`src/ctsc_pkg.sv`:
```
// ctsc_pkg: shared types and constants for the tab/space converter.
// Used by ctsc_div and c_aware_tab_space_converter_unit; no dependencies.
package ctsc_pkg;

  // Character codes the lexer and the column logic look at
  localparam logic [7:0] CH_TAB    = 8'd9;
  localparam logic [7:0] CH_NL     = 8'd10;
  localparam logic [7:0] CH_SPACE  = 8'd32;
  localparam logic [7:0] CH_DQUOTE = 8'd34;
  localparam logic [7:0] CH_SQUOTE = 8'd39;
  localparam logic [7:0] CH_STAR   = 8'd42;
  localparam logic [7:0] CH_SLASH  = 8'd47;
  localparam logic [7:0] CH_BSLASH = 8'd92;

  // Register indexes (byte address / 4)
  localparam int unsigned REG_IDX_W = 2;
  localparam logic [REG_IDX_W-1:0] REG_TAB_SIZE     = 2'd0;
  localparam logic [REG_IDX_W-1:0] REG_SPACE_TO_TAB = 2'd1;
  localparam logic [REG_IDX_W-1:0] REG_COMMENTS_TOO = 2'd2;

  typedef enum logic [4:0] {
    LEX_CODE      = 5'b00001,
    LEX_CHAR      = 5'b00010,
    LEX_STR       = 5'b00100,
    LEX_LINE_CMT  = 5'b01000,
    LEX_BLOCK_CMT = 5'b10000
  } lex_mode_t;

  typedef struct packed {
    lex_mode_t mode;
    logic      esc;
  } lex_t;

  // Divider request / status
  typedef struct packed {
    logic       start;
    logic [7:0] divisor;
  } ctsc_div_req_t;

  typedef struct packed {
    logic busy;
    logic done;
  } ctsc_div_sts_t;

endpackage

```
`src/c_aware_tab_space_converter_unit.sv`:
```
// c_aware_tab_space_converter_unit: top level of the C-aware tab/space converter.
// Depends on ctsc_pkg and ctsc_div.
//
// Usage:
//  - Input channel (in_valid/in_stall, in_byte, end_of_text): one text byte per
//    word. end_of_text closes the final line and returns the lexer and column
//    state to reset; in_byte is ignored on that word.
//  - Output channel (out_valid/out_stall): exactly one result word per input
//    word: tab_count tabs, then space_count spaces, then out_byte if byte_valid.
//  - APB port: tab_size at 0x0, space_to_tab at 0x4, comments_too at 0x8.
//    Write only while the block is idle.
//  - Divider use: a plain byte goes from accept through S_EVAL and S_FINISH to the
//    result register without the divider. A tab in code runs the divider once
//    (CW = column width, 12 by default). A text byte in space_to_tab mode after a
//    gap of two or more columns runs it twice. The shared divider yields one
//    quotient bit per cycle.
//  - in_stall is high from accept until the result is loaded into the output
//    register, so no new word is taken while one is in work; the next word can
//    be taken while that result still waits.
//  - If the receiver stalls, the finished result waits in the sequencer until
//    the output register is free; nothing is dropped.
//  - Reset (rst, synchronous) clears the lexer, columns and handshakes and
//    loads tab_size 8, space_to_tab 0, comments_too 0.
module c_aware_tab_space_converter_unit import ctsc_pkg::*; #(
  parameter int unsigned MAX_COLUMN = 4095
) (
  input  logic        clk,
  input  logic        rst,
  // APB config
  input  logic        psel,
  input  logic        penable,
  input  logic        pwrite,
  input  logic [3:0]  paddr,
  input  logic [31:0] pwdata,
  output logic [31:0] prdata,
  output logic        pready,
  // input words
  input  logic        in_valid,
  output logic        in_stall,
  input  logic [7:0]  in_byte,
  input  logic        end_of_text,
  // result words
  output logic        out_valid,
  input  logic        out_stall,
  output logic [11:0] tab_count,
  output logic [11:0] space_count,
  output logic [7:0]  out_byte,
  output logic        byte_valid,
  output logic        column_overflow
);

  localparam int unsigned CW = $clog2(MAX_COLUMN + 1);       // column width
  localparam int unsigned SW = ((CW > 8) ? CW : 8) + 1;       // column sum width
  localparam logic [CW-1:0] MAX_COL = CW'(MAX_COLUMN);

  typedef enum logic [4:0] {
    S_IDLE   = 5'b00001,
    S_EVAL   = 5'b00010,
    S_DIV_A  = 5'b00100,
    S_DIV_B  = 5'b01000,
    S_FINISH = 5'b10000
  } seq_t;

  // ---------------------------------------------------------------------------
  // Configuration registers
  // ---------------------------------------------------------------------------
  logic [7:0] tab_size;
  logic       space_to_tab;
  logic       comments_too;
  logic       cfg_wr;

  assign pready = 1'b1;
  assign cfg_wr = psel & penable & pwrite & pready;

  always_ff @(posedge clk) begin
    if (rst) begin
      tab_size     <= 8'd8;
      space_to_tab <= 1'b0;
      comments_too <= 1'b0;
    end else if (cfg_wr) begin
      case (paddr[3:2])
        REG_TAB_SIZE:     tab_size     <= pwdata[7:0];
        REG_SPACE_TO_TAB: space_to_tab <= pwdata[0];
        REG_COMMENTS_TOO: comments_too <= pwdata[0];
        default: ;
      endcase
    end
  end

  always_comb begin
    case (paddr[3:2])
      REG_TAB_SIZE:     prdata = {24'd0, tab_size};
      REG_SPACE_TO_TAB: prdata = {31'd0, space_to_tab};
      REG_COMMENTS_TOO: prdata = {31'd0, comments_too};
      default:          prdata = 32'd0;
    endcase
  end

  // tab_size 0 behaves as 1
  logic [7:0] ts;
  assign ts = (tab_size == 8'd0) ? 8'd1 : tab_size;

  // ---------------------------------------------------------------------------
  // Line state
  // ---------------------------------------------------------------------------
  seq_t            seq, seq_next;
  lex_mode_t       lex_mode, lex_mode_next;
  logic            escape_pair_seen, escape_pair_seen_next;
  logic [7:0]      previous_byte, previous_byte_next;
  logic [CW-1:0]   emitted_column, emitted_column_next;
  logic [CW-1:0]   pending_column, pending_column_next;
  logic            line_has_text, line_has_text_next;
  logic [1:0]      blank_line_run, blank_line_run_next;

  // accepted word
  logic [7:0]      item_byte;
  logic            item_eot;

  // first division result (dividend: pending for a tab, emitted for a gap)
  logic [CW-1:0]   qa;
  logic [7:0]      ra;

  ctsc_div_req_t   div_req;
  ctsc_div_sts_t   div_sts;
  logic [CW-1:0]   div_dividend;
  logic [CW-1:0]   div_q;
  logic [7:0]      div_r;

  ctsc_div #(.DW(CW)) u_div (
    .clk       (clk),
    .rst       (rst),
    .req       (div_req),
    .dividend  (div_dividend),
    .sts       (div_sts),
    .quotient  (div_q),
    .remainder (div_r)
  );

  // ---------------------------------------------------------------------------
  // Word classification (state is stable until S_FINISH)
  // ---------------------------------------------------------------------------
  logic in_code, is_space, is_tab, is_text, gap, stt_go;

  assign in_code  = (lex_mode == LEX_CODE);
  assign is_space = !item_eot && in_code && (item_byte == CH_SPACE);
  assign is_tab   = !item_eot && in_code && (item_byte == CH_TAB);
  assign is_text  = !item_eot && !is_space && !is_tab && (item_byte != CH_NL);
  assign gap      = (pending_column > emitted_column);
  // a one-column gap is always a space
  assign stt_go   = is_text && space_to_tab && gap &&
                    ((SW'(emitted_column) + SW'(1)) != SW'(pending_column));

  logic in_acc, out_acc, out_free;
  assign in_stall = (seq != S_IDLE);
  assign in_acc   = in_valid && !in_stall;
  assign out_acc  = out_valid && !out_stall;
  assign out_free = !out_valid || !out_stall;

  // ---------------------------------------------------------------------------
  // Sequencer
  // ---------------------------------------------------------------------------
  always_comb begin
    seq_next         = seq;
    div_req.start    = 1'b0;
    div_req.divisor  = ts;
    div_dividend     = pending_column;
    case (seq)
      S_IDLE: begin
        if (in_acc) seq_next = S_EVAL;
      end
      S_EVAL: begin
        if (is_tab) begin
          div_req.start = 1'b1;
          seq_next      = S_DIV_A;
        end else if (stt_go) begin
          div_req.start = 1'b1;
          div_dividend  = emitted_column;
          seq_next      = S_DIV_A;
        end else begin
          seq_next = S_FINISH;
        end
      end
      S_DIV_A: begin
        if (div_sts.done) begin
          if (stt_go) begin
            div_req.start = 1'b1;
            seq_next      = S_DIV_B;
          end else begin
            seq_next = S_FINISH;
          end
        end
      end
      S_DIV_B: begin
        if (div_sts.done) seq_next = S_FINISH;
      end
      S_FINISH: begin
        if (out_free) seq_next = S_IDLE;
      end
      default: seq_next = S_IDLE;
    endcase
  end

  // ---------------------------------------------------------------------------
  // Lexer step: quotes, comments, backslash pairs
  // ---------------------------------------------------------------------------
  function automatic lex_t lex_step(input logic [7:0] c, input logic [7:0] last_in,
                                    input lex_mode_t m, input logic esc_in,
                                    input logic cmt_too);
    lex_t       r;
    logic [7:0] last;
    r.mode = m;
    r.esc  = esc_in;
    last   = last_in;
    if (m != LEX_CODE) begin
      if (esc_in) begin
        last  = 8'd0;
        r.esc = 1'b0;
      end else if (c == CH_BSLASH && last_in == CH_BSLASH &&
                   (m == LEX_CHAR || m == LEX_STR)) begin
        r.esc = 1'b1;
      end
      if (m == LEX_CHAR && c == CH_SQUOTE && last != CH_BSLASH)
        r.mode = LEX_CODE;
      else if (m == LEX_STR && c == CH_DQUOTE && last != CH_BSLASH)
        r.mode = LEX_CODE;
      else if (m == LEX_LINE_CMT && c == CH_NL)
        r.mode = LEX_CODE;
      else if (m == LEX_BLOCK_CMT && c == CH_SLASH && last == CH_STAR)
        r.mode = LEX_CODE;
      if (r.mode == LEX_CODE) r.esc = 1'b0;
    end else begin
      if (c == CH_SQUOTE)
        r.mode = LEX_CHAR;
      else if (c == CH_DQUOTE)
        r.mode = LEX_STR;
      else if (!cmt_too && c == CH_SLASH && last_in == CH_SLASH)
        r.mode = LEX_LINE_CMT;
      else if (!cmt_too && c == CH_STAR && last_in == CH_SLASH)
        r.mode = LEX_BLOCK_CMT;
    end
    return r;
  endfunction

  function automatic logic [11:0] cnt_clamp(input logic [CW-1:0] v);
    logic [11:0] r;
    if (32'(v) > 32'd4095) r = 12'd4095;
    else                   r = 12'(v);
    return r;
  endfunction

  // ---------------------------------------------------------------------------
  // Result and next line state, evaluated in S_FINISH
  // ---------------------------------------------------------------------------
  logic [CW-1:0] tabs_w, spaces_w;
  logic [SW-1:0] col_sum;
  logic [CW-1:0] col_new;
  logic          col_ov;
  logic [7:0]    res_byte;
  logic          res_valid;
  lex_t          lex_res;
  logic [1:0]    blank_inc;

  always_comb begin
    lex_mode_next         = lex_mode;
    escape_pair_seen_next = escape_pair_seen;
    previous_byte_next    = previous_byte;
    emitted_column_next   = emitted_column;
    pending_column_next   = pending_column;
    line_has_text_next    = line_has_text;
    blank_line_run_next   = blank_line_run;
    tabs_w    = '0;
    spaces_w  = '0;
    res_byte  = 8'd0;
    res_valid = 1'b0;
    lex_res   = lex_step(item_byte, previous_byte, lex_mode, escape_pair_seen, comments_too);
    blank_inc = (!line_has_text && blank_line_run != 2'd3) ? blank_line_run + 2'd1
                                                            : blank_line_run;

    // column sum for space, tab and text words
    if (is_space)
      col_sum = SW'(pending_column) + SW'(1);
    else if (is_tab)
      col_sum = SW'(pending_column) - SW'(ra) + SW'(ts);  // next tab stop
    else
      col_sum = SW'(pending_column) + SW'(1);
    col_ov  = (col_sum > SW'(MAX_COLUMN));
    col_new = col_ov ? MAX_COL : col_sum[CW-1:0];

    if (item_eot) begin
      col_ov = 1'b0;
      if (line_has_text || (pending_column != '0 && blank_line_run == 2'd1)) begin
        res_byte  = CH_NL;
        res_valid = 1'b1;
      end
      lex_mode_next         = LEX_CODE;
      escape_pair_seen_next = 1'b0;
      previous_byte_next    = 8'd0;
      emitted_column_next   = '0;
      pending_column_next   = '0;
      line_has_text_next    = 1'b0;
      blank_line_run_next   = 2'd0;
    end else begin
      previous_byte_next = item_byte;
      if (is_space || is_tab) begin
        pending_column_next = col_new;
      end else if (is_text) begin
        if (stt_go) begin
          // qa: emitted/ts, div_q: pending/ts
          if (qa == div_q) begin
            spaces_w = pending_column - emitted_column;
          end else begin
            tabs_w   = div_q - qa;
            spaces_w = CW'(div_r);
          end
        end else if (gap) begin
          spaces_w = pending_column - emitted_column;
        end
        res_byte              = item_byte;
        res_valid             = 1'b1;
        blank_line_run_next   = 2'd0;
        line_has_text_next    = 1'b1;
        emitted_column_next   = col_new;
        pending_column_next   = col_new;
        lex_mode_next         = lex_res.mode;
        escape_pair_seen_next = lex_res.esc;
      end else begin
        // newline: trailing whitespace dropped, blank runs collapse
        col_ov              = 1'b0;
        blank_line_run_next = blank_inc;
        if (line_has_text || blank_inc == 2'd1) begin
          res_byte  = CH_NL;
          res_valid = 1'b1;
        end
        emitted_column_next   = '0;
        pending_column_next   = '0;
        line_has_text_next    = 1'b0;
        lex_mode_next         = lex_res.mode;
        escape_pair_seen_next = lex_res.esc;
      end
    end
  end

  logic commit;
  assign commit = (seq == S_FINISH) && out_free;

  // ---------------------------------------------------------------------------
  // Registers
  // ---------------------------------------------------------------------------
  always_ff @(posedge clk) begin
    if (rst) begin
      seq              <= S_IDLE;
      lex_mode         <= LEX_CODE;
      escape_pair_seen <= 1'b0;
      previous_byte    <= 8'd0;
      emitted_column   <= '0;
      pending_column   <= '0;
      line_has_text    <= 1'b0;
      blank_line_run   <= 2'd0;
      out_valid        <= 1'b0;
    end else begin
      seq <= seq_next;
      if (commit) begin
        lex_mode         <= lex_mode_next;
        escape_pair_seen <= escape_pair_seen_next;
        previous_byte    <= previous_byte_next;
        emitted_column   <= emitted_column_next;
        pending_column   <= pending_column_next;
        line_has_text    <= line_has_text_next;
        blank_line_run   <= blank_line_run_next;
        out_valid        <= 1'b1;
      end else if (out_acc) begin
        out_valid <= 1'b0;
      end
    end
  end

  // payload registers
  always_ff @(posedge clk) begin
    if (in_acc) begin
      item_byte <= in_byte;
      item_eot  <= end_of_text;
    end
    if (seq == S_DIV_A && div_sts.done) begin
      qa <= div_q;
      ra <= div_r;
    end
    if (commit) begin
      tab_count       <= cnt_clamp(tabs_w);
      space_count     <= cnt_clamp(spaces_w);
      out_byte        <= res_byte;
      byte_valid      <= res_valid;
      column_overflow <= col_ov;
    end
  end

`ifndef SYNTHESIS
  // a word is never taken while the divider is still working
  a_no_accept_busy: assert property (@(posedge clk) disable iff (rst)
    in_acc |-> !div_sts.busy)
    else $error("input word accepted while divider busy");

  // the divider is never restarted mid-operation
  a_no_restart: assert property (@(posedge clk) disable iff (rst)
    div_req.start |-> !div_sts.busy)
    else $error("divider restarted while busy");

  // done only follows a busy cycle
  a_done_after_busy: assert property (@(posedge clk) disable iff (rst)
    div_sts.done |-> $past(div_sts.busy))
    else $error("divider done without a preceding busy cycle");

  // a result without a byte carries no whitespace
  a_empty_result: assert property (@(posedge clk) disable iff (rst)
    out_valid && !byte_valid |-> tab_count == 12'd0 && space_count == 12'd0)
    else $error("whitespace counts on a result with no byte");
`endif

endmodule

```
`src/ctsc_div.sv`:
```
// ctsc_div: restoring divider, one quotient bit per cycle, 8-bit divisor.
// Depends on ctsc_pkg (request/status structs).
module ctsc_div import ctsc_pkg::*; #(
  parameter int unsigned DW = 12
) (
  input  logic               clk,
  input  logic               rst,
  input  ctsc_div_req_t      req,
  input  logic [DW-1:0]      dividend,
  output ctsc_div_sts_t      sts,
  output logic [DW-1:0]      quotient,
  output logic [7:0]         remainder
);

  localparam int unsigned CNT_W = $clog2(DW + 1);

  logic             busy;
  logic             done;
  logic [CNT_W-1:0] cnt;
  logic [DW-1:0]    dq;     // dividend shifts out, quotient shifts in
  logic [7:0]       rem;
  logic [7:0]       dvsr;
  logic [8:0]       trial;
  logic [8:0]       diff;
  logic             fits;

  assign trial = {rem, dq[DW-1]};
  assign diff  = trial - {1'b0, dvsr};
  assign fits  = (trial >= {1'b0, dvsr});

  always_ff @(posedge clk) begin
    if (rst) begin
      busy <= 1'b0;
      done <= 1'b0;
      cnt  <= '0;
    end else begin
      // done pulses for one cycle after the last quotient bit
      done <= busy && !req.start && (cnt == CNT_W'(1));
      if (req.start) begin
        busy <= 1'b1;
        cnt  <= CNT_W'(DW);
      end else if (busy) begin
        cnt <= cnt - CNT_W'(1);
        if (cnt == CNT_W'(1)) begin
          busy <= 1'b0;
        end
      end
    end
  end

  always_ff @(posedge clk) begin
    if (req.start) begin
      dq   <= dividend;
      rem  <= 8'd0;
      dvsr <= req.divisor;
    end else if (busy) begin
      dq  <= {dq[DW-2:0], fits};
      rem <= fits ? diff[7:0] : trial[7:0];
    end
  end

  assign sts.busy  = busy;
  assign sts.done  = done;
  assign quotient  = dq;
  assign remainder = rem;

endmodule
```
`config.mk`:
```
export PLATFORM = sky130hd
export DESIGN_NAME = c_aware_tab_space_converter_unit
export DESIGN_NICKNAME = d
export VERILOG_FILES = /design/src/ctsc_pkg.sv /design/src/c_aware_tab_space_converter_unit.sv /design/src/ctsc_div.sv
export SDC_FILE = /design/constraint.sdc
export NUM_CORES = 1
export LEC_CHECK = 0
export ABC_AREA = 0
export BUFFER_PORTS_ARGS = -buffer_cell sky130_fd_sc_hd__buf_4
export CAP_MARGIN = 10
export CORE_MARGIN = 8
export CORE_UTILIZATION = 45
export DETAILED_ROUTE_END_ITERATION = 10
export GPL_ROUTABILITY_DRIVEN = 0
export GPL_TIMING_DRIVEN = 0
export SLEW_MARGIN = 10
export SYNTH_ARGS = -nofsm -noshare
export SYNTH_HDL_FRONTEND = slang
export SYNTH_SLANG_ARGS = --single-unit
```
`constraint.sdc`:
```
create_clock -name clk -period 10.85 [get_ports clk]
set_input_delay 0 -clock clk [delete_from_list [all_inputs] [get_ports clk]]
set_output_delay 0 -clock clk [all_outputs]
set_load 0.005 [all_outputs]
```
* Yosys cells after proc, flatten, opt, wreduce, memory -nomap -nowiden
Cells that the tools add are included.
Cells by class: reductions and logical operators 61, eq/ne operators 39, magnitude comparators 3, add/subtract/negate cells 9, muxes and demuxes 78, bitwise logic cells 4
Operators by type and width (number):
- two-way mux 12 bit | 14
- two-way mux 5 bit | 19
- two-way mux 8 bit | 8
- equality test 8 x 6 -> 1 bit (second input constant) | 7
- logical AND 1 bit | 30
- adder 12 x 1 -> 13 bit (second input constant) | 2
- two-way mux 13 bit | 2
- one-hot mux 5 bit (5 select lines) | 1
- two-way mux 1 bit | 24
- one-hot mux 8 bit (3 select lines) | 1
- subtractor 12 bit | 2
- equality test 8 x 4 -> 1 bit (second input constant) | 2
- equality test 8 x 7 -> 1 bit (second input constant) | 2
- two-way mux 4 bit | 4
- equality test 5 x 1 -> 1 bit (second input constant) | 3
- adder 13 x 8 -> 13 bit | 1
- > comparator 13 x 12 -> 1 bit (second input constant) | 1
- != test 13 x 12 -> 1 bit | 1
- subtractor 12 x 8 -> 13 bit | 1
- equality test 12 bit | 1
- > comparator 12 bit | 1
- nonzero test 12 bit | 1
- equality test 5 x 2 -> 1 bit (second input constant) | 2
- equality test 5 x 3 -> 1 bit (second input constant) | 2
- 30 further kinds | 62
Word-level totals: input port bits 52, word-level logic and storage cells 222, output and inout bits 69, flip-flop bits (word level) 154

* Longest topological paths before layout
Gate-level depths: netlist (run 1).
depth in word-level cells 16, depth in mapped cells 14, depth with buffers taken out 12

* By module
Synthesis (run 1) repeated with hierarchy kept, for this count alone.
Unflattened totals: cell total of the unflattened synthesis 1072, area, all modules 9835.7 µm²
By module, submodules not included:
- c_aware_tab_space_converter_unit | area an instance 8005.2 µm², instances 1, seq. area each 3032.9 µm², cells each 898
- ctsc_div | area an instance 1830.5 µm², instances 1, seq. area each 880.8 µm², cells each 174

* Least setup slack after synthesis (run 1)
No wires, ideal clock.
path kind register to register, start register pending_column[1], end register pending_column[10], data arrival time 3219 ps, required time 10671 ps, library setup time 179 ps, period minus slack after synthesis 3399 ps, stages on the path, launching flop included 13, slack 7451 ps, buffers on the path 1, path through dfxtp_1 > clkbuf_1 > inv_1 > fa_1 > inv_1 > fa_1 > a211oi_1 > nor4_1 > nand4bb_1 > a2111oi_2 > nor3_2 > a211oi_1 > o32ai_1
On the way: longest elaborated chain between the ends 9, elaborated cells on any way between the ends 10, classes of those cells add/sub: 3; order compare: 1; mux: 6
Ends and longest elaborated chain:
- from (decl) | RTL line c_aware_tab_space_converter_unit.sv:111 | logic [CW-1:0] pending_column, pending_column_next;
- from (signal assigned) | RTL line c_aware_tab_space_converter_unit.sv:367 | pending_column <= pending_column_next;
- subtractor 12 x 8 -> 13 bit | RTL line c_aware_tab_space_converter_unit.sv:283 | col_sum = SW'(pending_column) - SW'(ra) + SW'(ts);
- adder 13 x 8 -> 13 bit | RTL line c_aware_tab_space_converter_unit.sv:283
- two-way mux 13 bit | RTL line c_aware_tab_space_converter_unit.sv:282 | else if (is_tab)
- two-way mux 13 bit (*) | RTL line c_aware_tab_space_converter_unit.sv:280 | if (is_space)
- > comparator 13 x 12 -> 1 bit | RTL line c_aware_tab_space_converter_unit.sv:286 | col_ov = (col_sum > SW'(MAX_COLUMN));
- two-way mux 12 bit (*) | RTL line c_aware_tab_space_converter_unit.sv:287 | col_new = col_ov ? MAX_COL : col_sum[CW-1:0];
- two-way mux 12 bit | RTL line c_aware_tab_space_converter_unit.sv:306 | end else if (is_text) begin
- two-way mux 12 bit (*) | RTL line c_aware_tab_space_converter_unit.sv:304 | if (is_space || is_tab) begin
- two-way mux 12 bit (*) | RTL line c_aware_tab_space_converter_unit.sv:289 | if (item_eot) begin
Mark *: on every way between the ends. The rest lies on a longest branch, timed or not. A chain may end at the register's enable or synchronous reset.

* Final worst setup path (run 1)
start register pending_column[1], end register emitted_column[5]
On the way: longest elaborated chain between the ends 9, elaborated cells on any way between the ends 10, classes of those cells add/sub: 3; order compare: 1; mux: 6
Ends and longest elaborated chain:
- subtractor 12 x 8 -> 13 bit | RTL line c_aware_tab_space_converter_unit.sv:283
- adder 13 x 8 -> 13 bit | RTL line c_aware_tab_space_converter_unit.sv:283
- two-way mux 13 bit | RTL line c_aware_tab_space_converter_unit.sv:282
- two-way mux 13 bit (*) | RTL line c_aware_tab_space_converter_unit.sv:280
- > comparator 13 x 12 -> 1 bit | RTL line c_aware_tab_space_converter_unit.sv:286
- two-way mux 12 bit (*) | RTL line c_aware_tab_space_converter_unit.sv:287
- two-way mux 12 bit (*) | RTL line c_aware_tab_space_converter_unit.sv:306
- two-way mux 12 bit (*) | RTL line c_aware_tab_space_converter_unit.sv:304
- two-way mux 12 bit (*) | RTL line c_aware_tab_space_converter_unit.sv:289
- to (signal assigned) | RTL line c_aware_tab_space_converter_unit.sv:366 | emitted_column <= emitted_column_next;
- to (decl) | RTL line c_aware_tab_space_converter_unit.sv:110 | logic [CW-1:0] emitted_column, emitted_column_next;
Mark *: on every way between the ends. The rest lies on a longest branch, timed or not. The select of a mux whose other input is x is not followed.

==> results of run 1 <==
## synth_stat cells (all sizes together), types with 4 or more instances
master,count,area share (%)
inv,88,3.3
edfxtp,83,25
nor2,74,2.8
nand2,73,2.8
dfxtp,71,14
a21oi,61,3.1
ha,56,7.0
o21ai,53,2.7
buf,43,2.9
clkbuf,43,1.6
nand3,42,2.2
nor3,42,2.3
nand4,33,2.1
a31oi,31,1.9
xnor2,31,2.7
xor2,22,1.9
o31ai,16,1.2
and3,14,0.93
or3,14,0.88
nand2b,13,0.82
o21a,12,0.90
fa,11,2.2
mux2i,11,1.1
nor2b,10,0.63
a211oi,9,0.68
and2,9,0.57
nor3b,9,0.68
o211ai,9,0.68
a21o,8,0.60
nor4,8,0.72
nor4b,8,0.83
nand3b,7,0.53
o32ai,7,0.62
or2,7,0.44
or4,7,0.53
a311oi,6,0.78
o21bai,6,0.45
and4,5,0.44
o41ai,4,0.35
## how the worst min path moves through the flow
stage / slack (ns) / depth (start not counted) / start / end
2_1_floorplan: 0.1 / 0 / in_byte[0] / item_byte[0]
3_3_place_gp: 0.18 / 1 / in_byte[7] / item_byte[7]
3_5_place_dp: 0.18 / 1 / in_byte[2] / item_byte[2]
4_1_cts: 0.003 / 4 / paddr[2] / tab_size[3]
5_1_grt: 0.05 / 4 / paddr[2] / tab_size[3]
6_report: 0.02 / 4 / paddr[2] / tab_size[3]
## worst max-delay path: cells and delay by family, from the launching register on
| family | cells | cell delay (ns) |
|---|---|---|
| and+or+nand+nor | 4 | 1.20 |
| buffers and inverters | 3 | 0.68 |
| AOI/OAI and AO/OA | 3 | 0.87 |
| DFF | 1 | 0.44 |
| adders and majority gates | 2 | 1.03 |
## registers in the layout, summed over array words and instances, names as in the netlist, 2 cells and up
register / count
blank_line_run: 2
emitted_column: 12
item_byte: 8
lex_mode: 5
out_byte: 8
pending_column: 12
previous_byte: 8
qa: 12
ra: 8
seq: 5
space_count: 12
tab_count: 12
tab_size: 8
u_div.cnt: 4
u_div.dvsr: 8
u_div.quotient: 12
u_div.remainder: 8
## layout make-up
type,count,area [sq um],area share [%]
multi-input combinational,793,5360,45.7
sequential,154,3910,33.4
timing repair buffer,88,726,6.20
buffer,86,450,3.85
clock buffer,20,437,3.73
tap,280,350,2.99
inverter,89,334,2.85
clock inverter,12,144,1.23
## cells by family after synthesis
family | after synthesis
AOI/OAI and AO/OA | 253
xor gates and xnor gates | 53
adders and majority gates | 67
buffers and inverters | 175
DFF | 154
muxes | 14
other | 2
and+or+nand+nor | 381
## metrics by stage
stage	worst slack, ns	utilization [%]	cells
after floorplan	7.45	-	1122
after global placement	6.58	50.1	1470
after detailed placement	6.63	50.3	1472
after global routing	6.34	53.8	1522
after CTS	6.57	53.8	1522
final	6.53	53.8	1522
## routing by layer
metal  global-route usage (%)  vias to the layer above
li1                         -                     4222
met5                        0                        -
met4                     7.29                        0
met2                     33.3                      278
met1                     26.5                     3989
met3                     4.34                       49
## cell usage in the layout, fill, tap and decap left out, types with 8 or more instances in the layout
cell / count
sky130_fd_sc_hd__clkbuf_1: 45
sky130_fd_sc_hd__nand4_1: 32
sky130_fd_sc_hd__dfxtp_1: 71
sky130_fd_sc_hd__nand2b_1: 13
sky130_fd_sc_hd__ha_1: 56
sky130_fd_sc_hd__and3_1: 13
sky130_fd_sc_hd__clkbuf_16: 17
sky130_fd_sc_hd__nor2b_1: 10
sky130_fd_sc_hd__a21o_1: 8
sky130_fd_sc_hd__buf_2: 11
sky130_fd_sc_hd__buf_4: 96
sky130_fd_sc_hd__a31oi_1: 31
sky130_fd_sc_hd__o21a_1: 12
sky130_fd_sc_hd__or3_1: 14
sky130_fd_sc_hd__dlygate4sd3_1: 18
sky130_fd_sc_hd__nor3b_1: 9
sky130_fd_sc_hd__edfxtp_1: 83
sky130_fd_sc_hd__xor2_1: 22
sky130_fd_sc_hd__nor2_1: 73
sky130_fd_sc_hd__fa_1: 11
sky130_fd_sc_hd__xnor2_1: 31
sky130_fd_sc_hd__and2_1: 9
sky130_fd_sc_hd__o31ai_1: 16
sky130_fd_sc_hd__o21ai_0: 51
sky130_fd_sc_hd__inv_1: 87
sky130_fd_sc_hd__nor3_1: 38
sky130_fd_sc_hd__conb_1: 25
sky130_fd_sc_hd__a211oi_1: 9
sky130_fd_sc_hd__nand3_1: 41
sky130_fd_sc_hd__nand2_1: 73
sky130_fd_sc_hd__o211ai_1: 9
sky130_fd_sc_hd__mux2i_1: 11
sky130_fd_sc_hd__a21oi_1: 61
## power by group
part           switching, uW  total (uW)  internal (uW)  leakage, uW
logic                   66.5         116           49.2      0.00283
registers               19.2         641            622      0.00139
clock network            247         590            343     0.000277
## repair_timing
action | CTS | global route
endpoints found under the hold margin | 20 | 0
hold buffers | 18 | 0
setup endpoints to repair | 0 | 0
resized for setup | 0 | 0
==> results_tabular.tex, run 1 <==
\begin{tabular}{lr}
\hline
Metric & Value \\
\hline
\multicolumn{2}{l}{\textbf{Status}} \\
\quad Status & completed \\
\multicolumn{2}{l}{\textbf{Synthesis}} \\
\quad Sequential element share of the synthesized area & 39.3\% \\
\quad Mean cell area of the mapped netlist & 9.06 sq um \\
\quad Xor-xnor portion of the synthesized cell area & 4.66\% \\
\quad Largest family of logic cells by synthesized area & simple AND/OR/NAND/NOR gates \\
\quad Number of register bits inferred by synthesis & 154 \\
\quad Multiplexer share of the synthesized area & 1.44\% \\
\quad Most used DFF post-synth & sky130\_fd\_sc\_hd\_\_edfxtp\_1 \\
\quad Post-synthesis compound-gate area fraction & 16.8\% \\
\quad Yosys warning count & 0 \\
\quad Gate count after technology mapping & 1099 \\
\quad Number of distinct library cells after synthesis & 78 \\
\quad Post-synthesis cell area & 9960 sq um \\
\quad Simple-gate portion of the synthesized area & 20.7\% \\
\quad Share of async-settable or async-resettable flops after synthesis & 0\% \\
\quad Adder-Cell Fraction of Synth Area & 9.24\% \\
\quad Number of enable-type register cells in the synthesized netlist & 83 \\
\multicolumn{2}{l}{\textbf{STA}} \\
\quad Worst slack on hold paths & 0.0193 ns \\
\quad Max Clock Freq & 231 MHz \\
\quad Period utilisation layout & 39.8\% \\
\quad Worst-case headroom to the max-slew limit & 31.1\% \\
\quad RSZ-0062 raised after global routing & no \\
\quad Total negative setup slack & 0 ns \\
\quad Clock Skew & 0.0133 ns \\
\quad Final worst path period need & 4.32 ns \\
\quad Least-Margin Pin Slew & 1.02 ns \\
\quad Number of max-slew violations in the final report & 0 \\
\quad Number of hold violations in the final report & 0 \\
\quad Finish-stage setup viols & 0 \\
\multicolumn{2}{l}{\textbf{Setup path}} \\
\quad CP max stage delay & 0.56 ns \\
\quad Setup crit end & emitted\_column[5] \\
\quad Number of cell instances on the worst register-to-register path & 12 \\
\quad Start-to-end type of the worst setup path & reg2reg \\
\quad Worst reg2reg endpoint & emitted\_column[5] \\
\quad Startpoint of the worst register-to-register path & pending\_column[1] \\
\quad Startpoint types & flip-flop \\
\quad Data arrival time of the critical path & 4.66 ns \\
\quad Critical path launch point & pending\_column[1] \\
\quad Type of element capturing the critical path & flip-flop \\
\quad Cells along the critical path & clkbuf\_1 -> inv\_1 -> fa\_1 -> inv\_1 -> fa\_1 -> a211oi\_1 -> nor4\_1 -> nand4bb\_1 -> and4\_1 -> nor3\_2 -> o21ai\_0 -> o21ai\_0 \\
\quad Data required time of the worst path & 11.19 ns \\
\quad Critical-path top delay cell & sky130\_fd\_sc\_hd\_\_fa\_1 \\
\quad Largest driver fanout on the critical path & 10 \\
\quad FF-to-FF setup slack & 6.53 ns \\
\multicolumn{2}{l}{\textbf{Die}} \\
\quad I/O pin total & 121 \\
\quad Die Span Y & 165 microns \\
\quad Total die area & 27200 sq um \\
\quad Cell Rows & 54 \\
\quad Effective utilization at floorplan & 45.8\% \\
\quad CORE AREA & 21800 sq um \\
\quad Width of the die & 165 microns \\
\multicolumn{2}{l}{\textbf{CTS}} \\
\quad Inserted Clock Buffers & 17 \\
\quad CTS tree & done \\
\quad Clock sinks & 154 \\
\quad Root Driver & sky130\_fd\_sc\_hd\_\_clkbuf\_16 \\
\quad Post-CTS clock slew at the launch and capture registers of the worst setup and hold paths & 0.06 ns \\
\quad Clock latency on the worst-skew pair & 0.43 ns \\
\quad Maximum root-to-sink buffer count & 2 \\
\quad Number of buffers inserted to repair setup after CTS & 0 \\
\quad H-tree Lvls & 4 \\
\multicolumn{2}{l}{\textbf{Drt}} \\
\quad ANT nets after route & 0 \\
\quad Vias per Instance & 5.61 \\
\quad Met3 WL & 1.85 mm \\
\quad Total wirelength of the detailed-routed design & 27.4 mm \\
\quad 1st-pass router iterations & 5 \\
\quad Highest metal used & met4 \\
\quad Drt drc & 0 \\
\quad Routed via count & 8538 \\
\quad Wire length per cell after detailed routing & 18.0 microns \\
\quad Met2 Routed Length & 12.6 mm \\
\quad 1st-iter DRT viols & 627 \\
\quad Detailed-route wire length on metal 1 & 12.2 mm \\
\multicolumn{2}{l}{\textbf{Final layout}} \\
\quad Area added between synthesis and finish & 17.6\% \\
\quad Final instance area & 11700 sq um \\
\quad Total inserted antenna cells & 0 \\
\quad Number of fillers in the final layout & 2018 \\
\quad Final layout net count & 1348 \\
\quad Share of final-layout standard cells stronger than drive strength 1 & 13.8\% \\
\multicolumn{2}{l}{\textbf{Hold path}} \\
\quad Worst hold path class & in2reg \\
\multicolumn{2}{l}{\textbf{Pwr}} \\
\quad Worst-case vdd ir drop & 89.3 uV \\
\quad Leak & 0.00449 uW \\
\quad Total power per unit cell area & 115 nW/um\^{}2 \\
\quad Power, Total & 1350 uW \\
\multicolumn{2}{l}{\textbf{Placed design}} \\
\quad Placed wire-length estimate & 21.0 mm \\
\quad Instance area at placement & 11000 sq um \\
\quad Number of buffer cells added on primary ports & 68 \\
\multicolumn{2}{l}{\textbf{GRT}} \\
\quad Antenna violations before repair & 0 \\
\quad Total global-route track usage & 20.5\% \\
\quad Number of global-route vias before repair & 8244 \\
\quad Remaining Overflow, GRT & 0 \\
\quad Largest net degree at the start of global routing & 31 \\
\quad Wire length of the first global-routing pass & 43.6 mm \\
\multicolumn{2}{l}{\textbf{Flow run}} \\
\quad Max capacitance violation total & 0 \\
\hline
\end{tabular}
No activity file was read; power rests on OpenSTA's default activity.
==> run 2, diff against run 1 <==
- clock period: 10.85 -> 4.1 ns (I/O delays scaled with it)
==> run 2 against run 1 <==
Compared with the run above: largest cell class unchanged; sequential share of layout area decreased by 0.068 points; sequential cell count unchanged; non-clock buffer count stayed put; critical path depth stayed put; die area stayed put; register-to-register slack lost 6.4 ns; first-iteration DRC count shrank 0.32%; final area increased by 0.20%; hold slack improved by 0.0015 ns; clock power rose to 2.6 times the previous value; total power rose to 2.6 times the previous value; final cell count unchanged.
==> results_tabular.tex, run 2 (synthesized netlist as in run 1, its figures left out) <==
\begin{tabular}{lr}
\hline
Metric & Value \\
\hline
\multicolumn{2}{l}{\textbf{Setup path}} \\
\quad Largest driver fanout on the critical path & 10 (unchanged) \\
\quad Startpoint types & flip-flop \\
\quad Number of cell instances on the worst register-to-register path & 12 (unchanged) \\
\quad Data arrival time of the critical path & 4.23 ns (-0.43 ns) \\
\quad Data required time of the worst path & 4.37 ns (-6.82 ns) \\
\quad Start-to-end type of the worst setup path & reg2reg \\
\quad Type of element capturing the critical path & flip-flop \\
\multicolumn{2}{l}{\textbf{Pwr}} \\
\quad Fraction of power consumed by sequential logic & 47.6\% (about the same) \\
\quad Leak & 0.00450 uW (+0.18\%) \\
\quad Total power per unit cell area & 304 nW/um\^{}2 (+160\%) \\
\quad Internal power contribution & 2680 uW (+160\%) \\
\quad Clock network fraction of total power & 43.8\% (about the same) \\
\quad Logic gate share of total power & 8.6\% (about the same) \\
\quad Worst-case vdd ir drop & 235 uV (+160\%) \\
\quad Switching Fraction & 24.7\% (about the same) \\
\quad Switching power summed over all nets & 882 uW (+160\%) \\
\multicolumn{2}{l}{\textbf{CTS}} \\
\quad Post-CTS clock slew at the launch and capture registers of the worst setup and hold paths & 0.06 ns (about the same) \\
\quad Number of buffers inserted to repair setup after CTS & 0 (unchanged) \\
\quad Maximum root-to-sink buffer count & 2 (unchanged) \\
\quad Clock sinks & 154 (unchanged) \\
\quad Inserted Clock Buffers & 17 (unchanged) \\
\quad Root Driver & sky130\_fd\_sc\_hd\_\_clkbuf\_16 \\
\quad CTS tree & done \\
\quad H-tree Lvls & 4 (unchanged) \\
\quad Clock latency on the worst-skew pair & 0.43 ns (about the same) \\
\multicolumn{2}{l}{\textbf{Final layout}} \\
\quad Number of fillers in the final layout & 2016 (-0.099\%) \\
\quad Storage cell area & 3910 sq um (unchanged) \\
\quad Total inserted antenna cells & 0 (unchanged) \\
\quad Share of final-layout standard cells stronger than drive strength 1 & 14.2\% (+0.32 points) \\
\quad Highest-count cells in the layout ignoring fill and taps & 96 x sky130\_fd\_sc\_hd\_\_buf\_4, 87 x sky130\_fd\_sc\_hd\_\_inv\_1, 83 x sky130\_fd\_sc\_hd\_\_edfxtp\_1, 73 x sky130\_fd\_sc\_hd\_\_nand2\_1, 73 x sky130\_fd\_sc\_hd\_\_nor2\_1 \\
\quad Final core area utilization & 54.0\% (+0.11 points) \\
\quad Most common library cell in the layout ignoring fill and taps & sky130\_fd\_sc\_hd\_\_buf\_4 \\
\quad Final instance area & 11700 sq um (+0.20\%) \\
\quad Final layout net count & 1348 (unchanged) \\
\quad Multi-input logic area & 5380 sq um (+0.35\%) \\
\quad Area added between synthesis and finish & 17.8\% \\
\multicolumn{2}{l}{\textbf{Drt}} \\
\quad 1st-iter DRT viols & 625 (-0.32\%) \\
\quad Drt drc & 0 (unchanged) \\
\quad Wire length per cell after detailed routing & 18.1 microns (+0.34\%) \\
\quad ANT nets after route & 0 (unchanged) \\
\quad Total wirelength of the detailed-routed design & 27.5 mm (+0.34\%) \\
\quad 1st-pass router iterations & 5 (unchanged) \\
\quad Routed via count & 8591 (+0.62\%) \\
\quad Vias per Instance & 5.64 (+0.62\%) \\
\multicolumn{2}{l}{\textbf{Hold path}} \\
\quad Worst hold path stage count & 4 (unchanged) \\
\quad Worst hold path class & in2reg \\
\multicolumn{2}{l}{\textbf{Die}} \\
\quad I/O pin total & 121 (unchanged) \\
\quad Width of the die & 165 microns (unchanged) \\
\quad CORE AREA & 21800 sq um (unchanged) \\
\quad Cell Rows & 54 (unchanged) \\
\quad Total die area & 27200 sq um (unchanged) \\
\quad Effective utilization at floorplan & 45.8\% (unchanged) \\
\quad Die Span Y & 165 microns (unchanged) \\
\multicolumn{2}{l}{\textbf{Placed design}} \\
\quad Setup slack after placement & -0.120 ns (-6.75 ns) \\
\quad Instance area at placement & 11000 sq um (unchanged) \\
\quad Number of buffer cells added on primary ports & 68 (unchanged) \\
\quad Placed wire-length estimate & 21.0 mm (unchanged) \\
\multicolumn{2}{l}{\textbf{Status}} \\
\quad Status & completed \\
\multicolumn{2}{l}{\textbf{STA}} \\
\quad Period utilisation layout & 96.6\% (+57 points) \\
\quad Least-Margin Pin Slew & 0.993 ns (-0.0298 ns) \\
\quad Final worst setup slack & 0.138 ns (-6.39 ns) \\
\quad Max Clock Freq & 252 MHz (+9.1\%) \\
\quad Number of max-slew violations in the final report & 0 (unchanged) \\
\quad Finish-stage setup viols & 0 (unchanged) \\
\quad Worst-case headroom to the max-slew limit & 33.1\% (+2.0 points) \\
\quad Final worst path period need & 3.96 ns (-0.359 ns) \\
\quad Worst slack on hold paths & 0.0207 ns (+0.00146 ns) \\
\quad Total negative setup slack & 0 ns (unchanged) \\
\quad Number of hold violations in the final report & 0 (unchanged) \\
\quad Clock Skew & 0.0135 ns (+0.000208 ns) \\
\multicolumn{2}{l}{\textbf{GRT}} \\
\quad Remaining Overflow, GRT & 0 (unchanged) \\
\quad Wire length of the first global-routing pass & 43.6 mm (about the same) \\
\quad Number of global-route vias before repair & 8244 (unchanged) \\
\quad Total global-route track usage & 20.5\% (about the same) \\
\quad Antenna violations before repair & 0 (unchanged) \\
\quad Largest net degree at the start of global routing & 31 (unchanged) \\
\multicolumn{2}{l}{\textbf{Flow run}} \\
\quad Max capacitance violation total & 0 (unchanged) \\
\hline
\end{tabular}
## run 2: cell type report
class	count	area share [%]
buffer	86	3.88
clock inverter	12	1.23
timing repair buffer	88	6.18
multi-input combinational	793	45.8
clock buffer	20	3.72
inverter	89	2.85
sequential	154	33.3
tap	280	2.98
## run 2: path summary, 6_finish.rpt
kind	from	to	slack, ns
setup / recovery	pending_column[1]	pending_column[10]	0.14
hold / removal	paddr[2]	tab_size[3]	0.02
setup reg to reg	pending_column[1]	pending_column[10]	0.14
hold reg to reg	escape_pair_seen	escape_pair_seen	0.45
## run 2: timing repair
| action | CTS | global route |
|---|---|---|
| hold endpoints to repair | 20 | 0 |
| hold buffers | 18 | 0 |
| resized for setup | 2 | 7 |
| pin swaps | 0 | 1 |
| endpoints found under the setup margin | 14 | 15 |
## run 2: worst max-delay path: stages, from the launching register on
cell and delay (ns):
sky130_fd_sc_hd__dfxtp_1 0.44, sky130_fd_sc_hd__clkbuf_2 0.29, sky130_fd_sc_hd__inv_1 0.13, sky130_fd_sc_hd__fa_1 0.54, sky130_fd_sc_hd__inv_1 0.07, sky130_fd_sc_hd__fa_1 0.47, sky130_fd_sc_hd__a211oi_1 0.36, sky130_fd_sc_hd__nor4_1 0.15
sky130_fd_sc_hd__nand4bb_1 0.32, sky130_fd_sc_hd__a2111oi_4 0.42, sky130_fd_sc_hd__nor3_4 0.13, sky130_fd_sc_hd__a211oi_1 0.32, sky130_fd_sc_hd__o32ai_1 0.17
## run 2: power by group through the flow
stage	Combinational [uW]	Clock [uW]	Sequential [uW]
floorplan	207	0	1700
global placement	285	0	1730
detailed placement	288	0	1730
CTS	303	1600	1700
global route	342	1650	1700
finish	306	1560	1700
## run 2: per-stage QoR
stage / power (uW) / std cells
after global placement: 2010 / 1470
after detailed placement: 2020 / 1472
after floorplan: 1910 / 1122
final: 3570 / 1522
after CTS: 3590 / 1522
after global routing: 3690 / 1522
## run 2: routing by layer
layer  share of wire [%]  vias to the layer above  global-route usage [%]
met5                   0                        -                       0
li1                    -                     4223                       -
met4                 2.6                        0                    7.29
met1                  44                     4018                    26.5
met3                 7.3                       46                    4.34
met2                  46                      304                    33.3
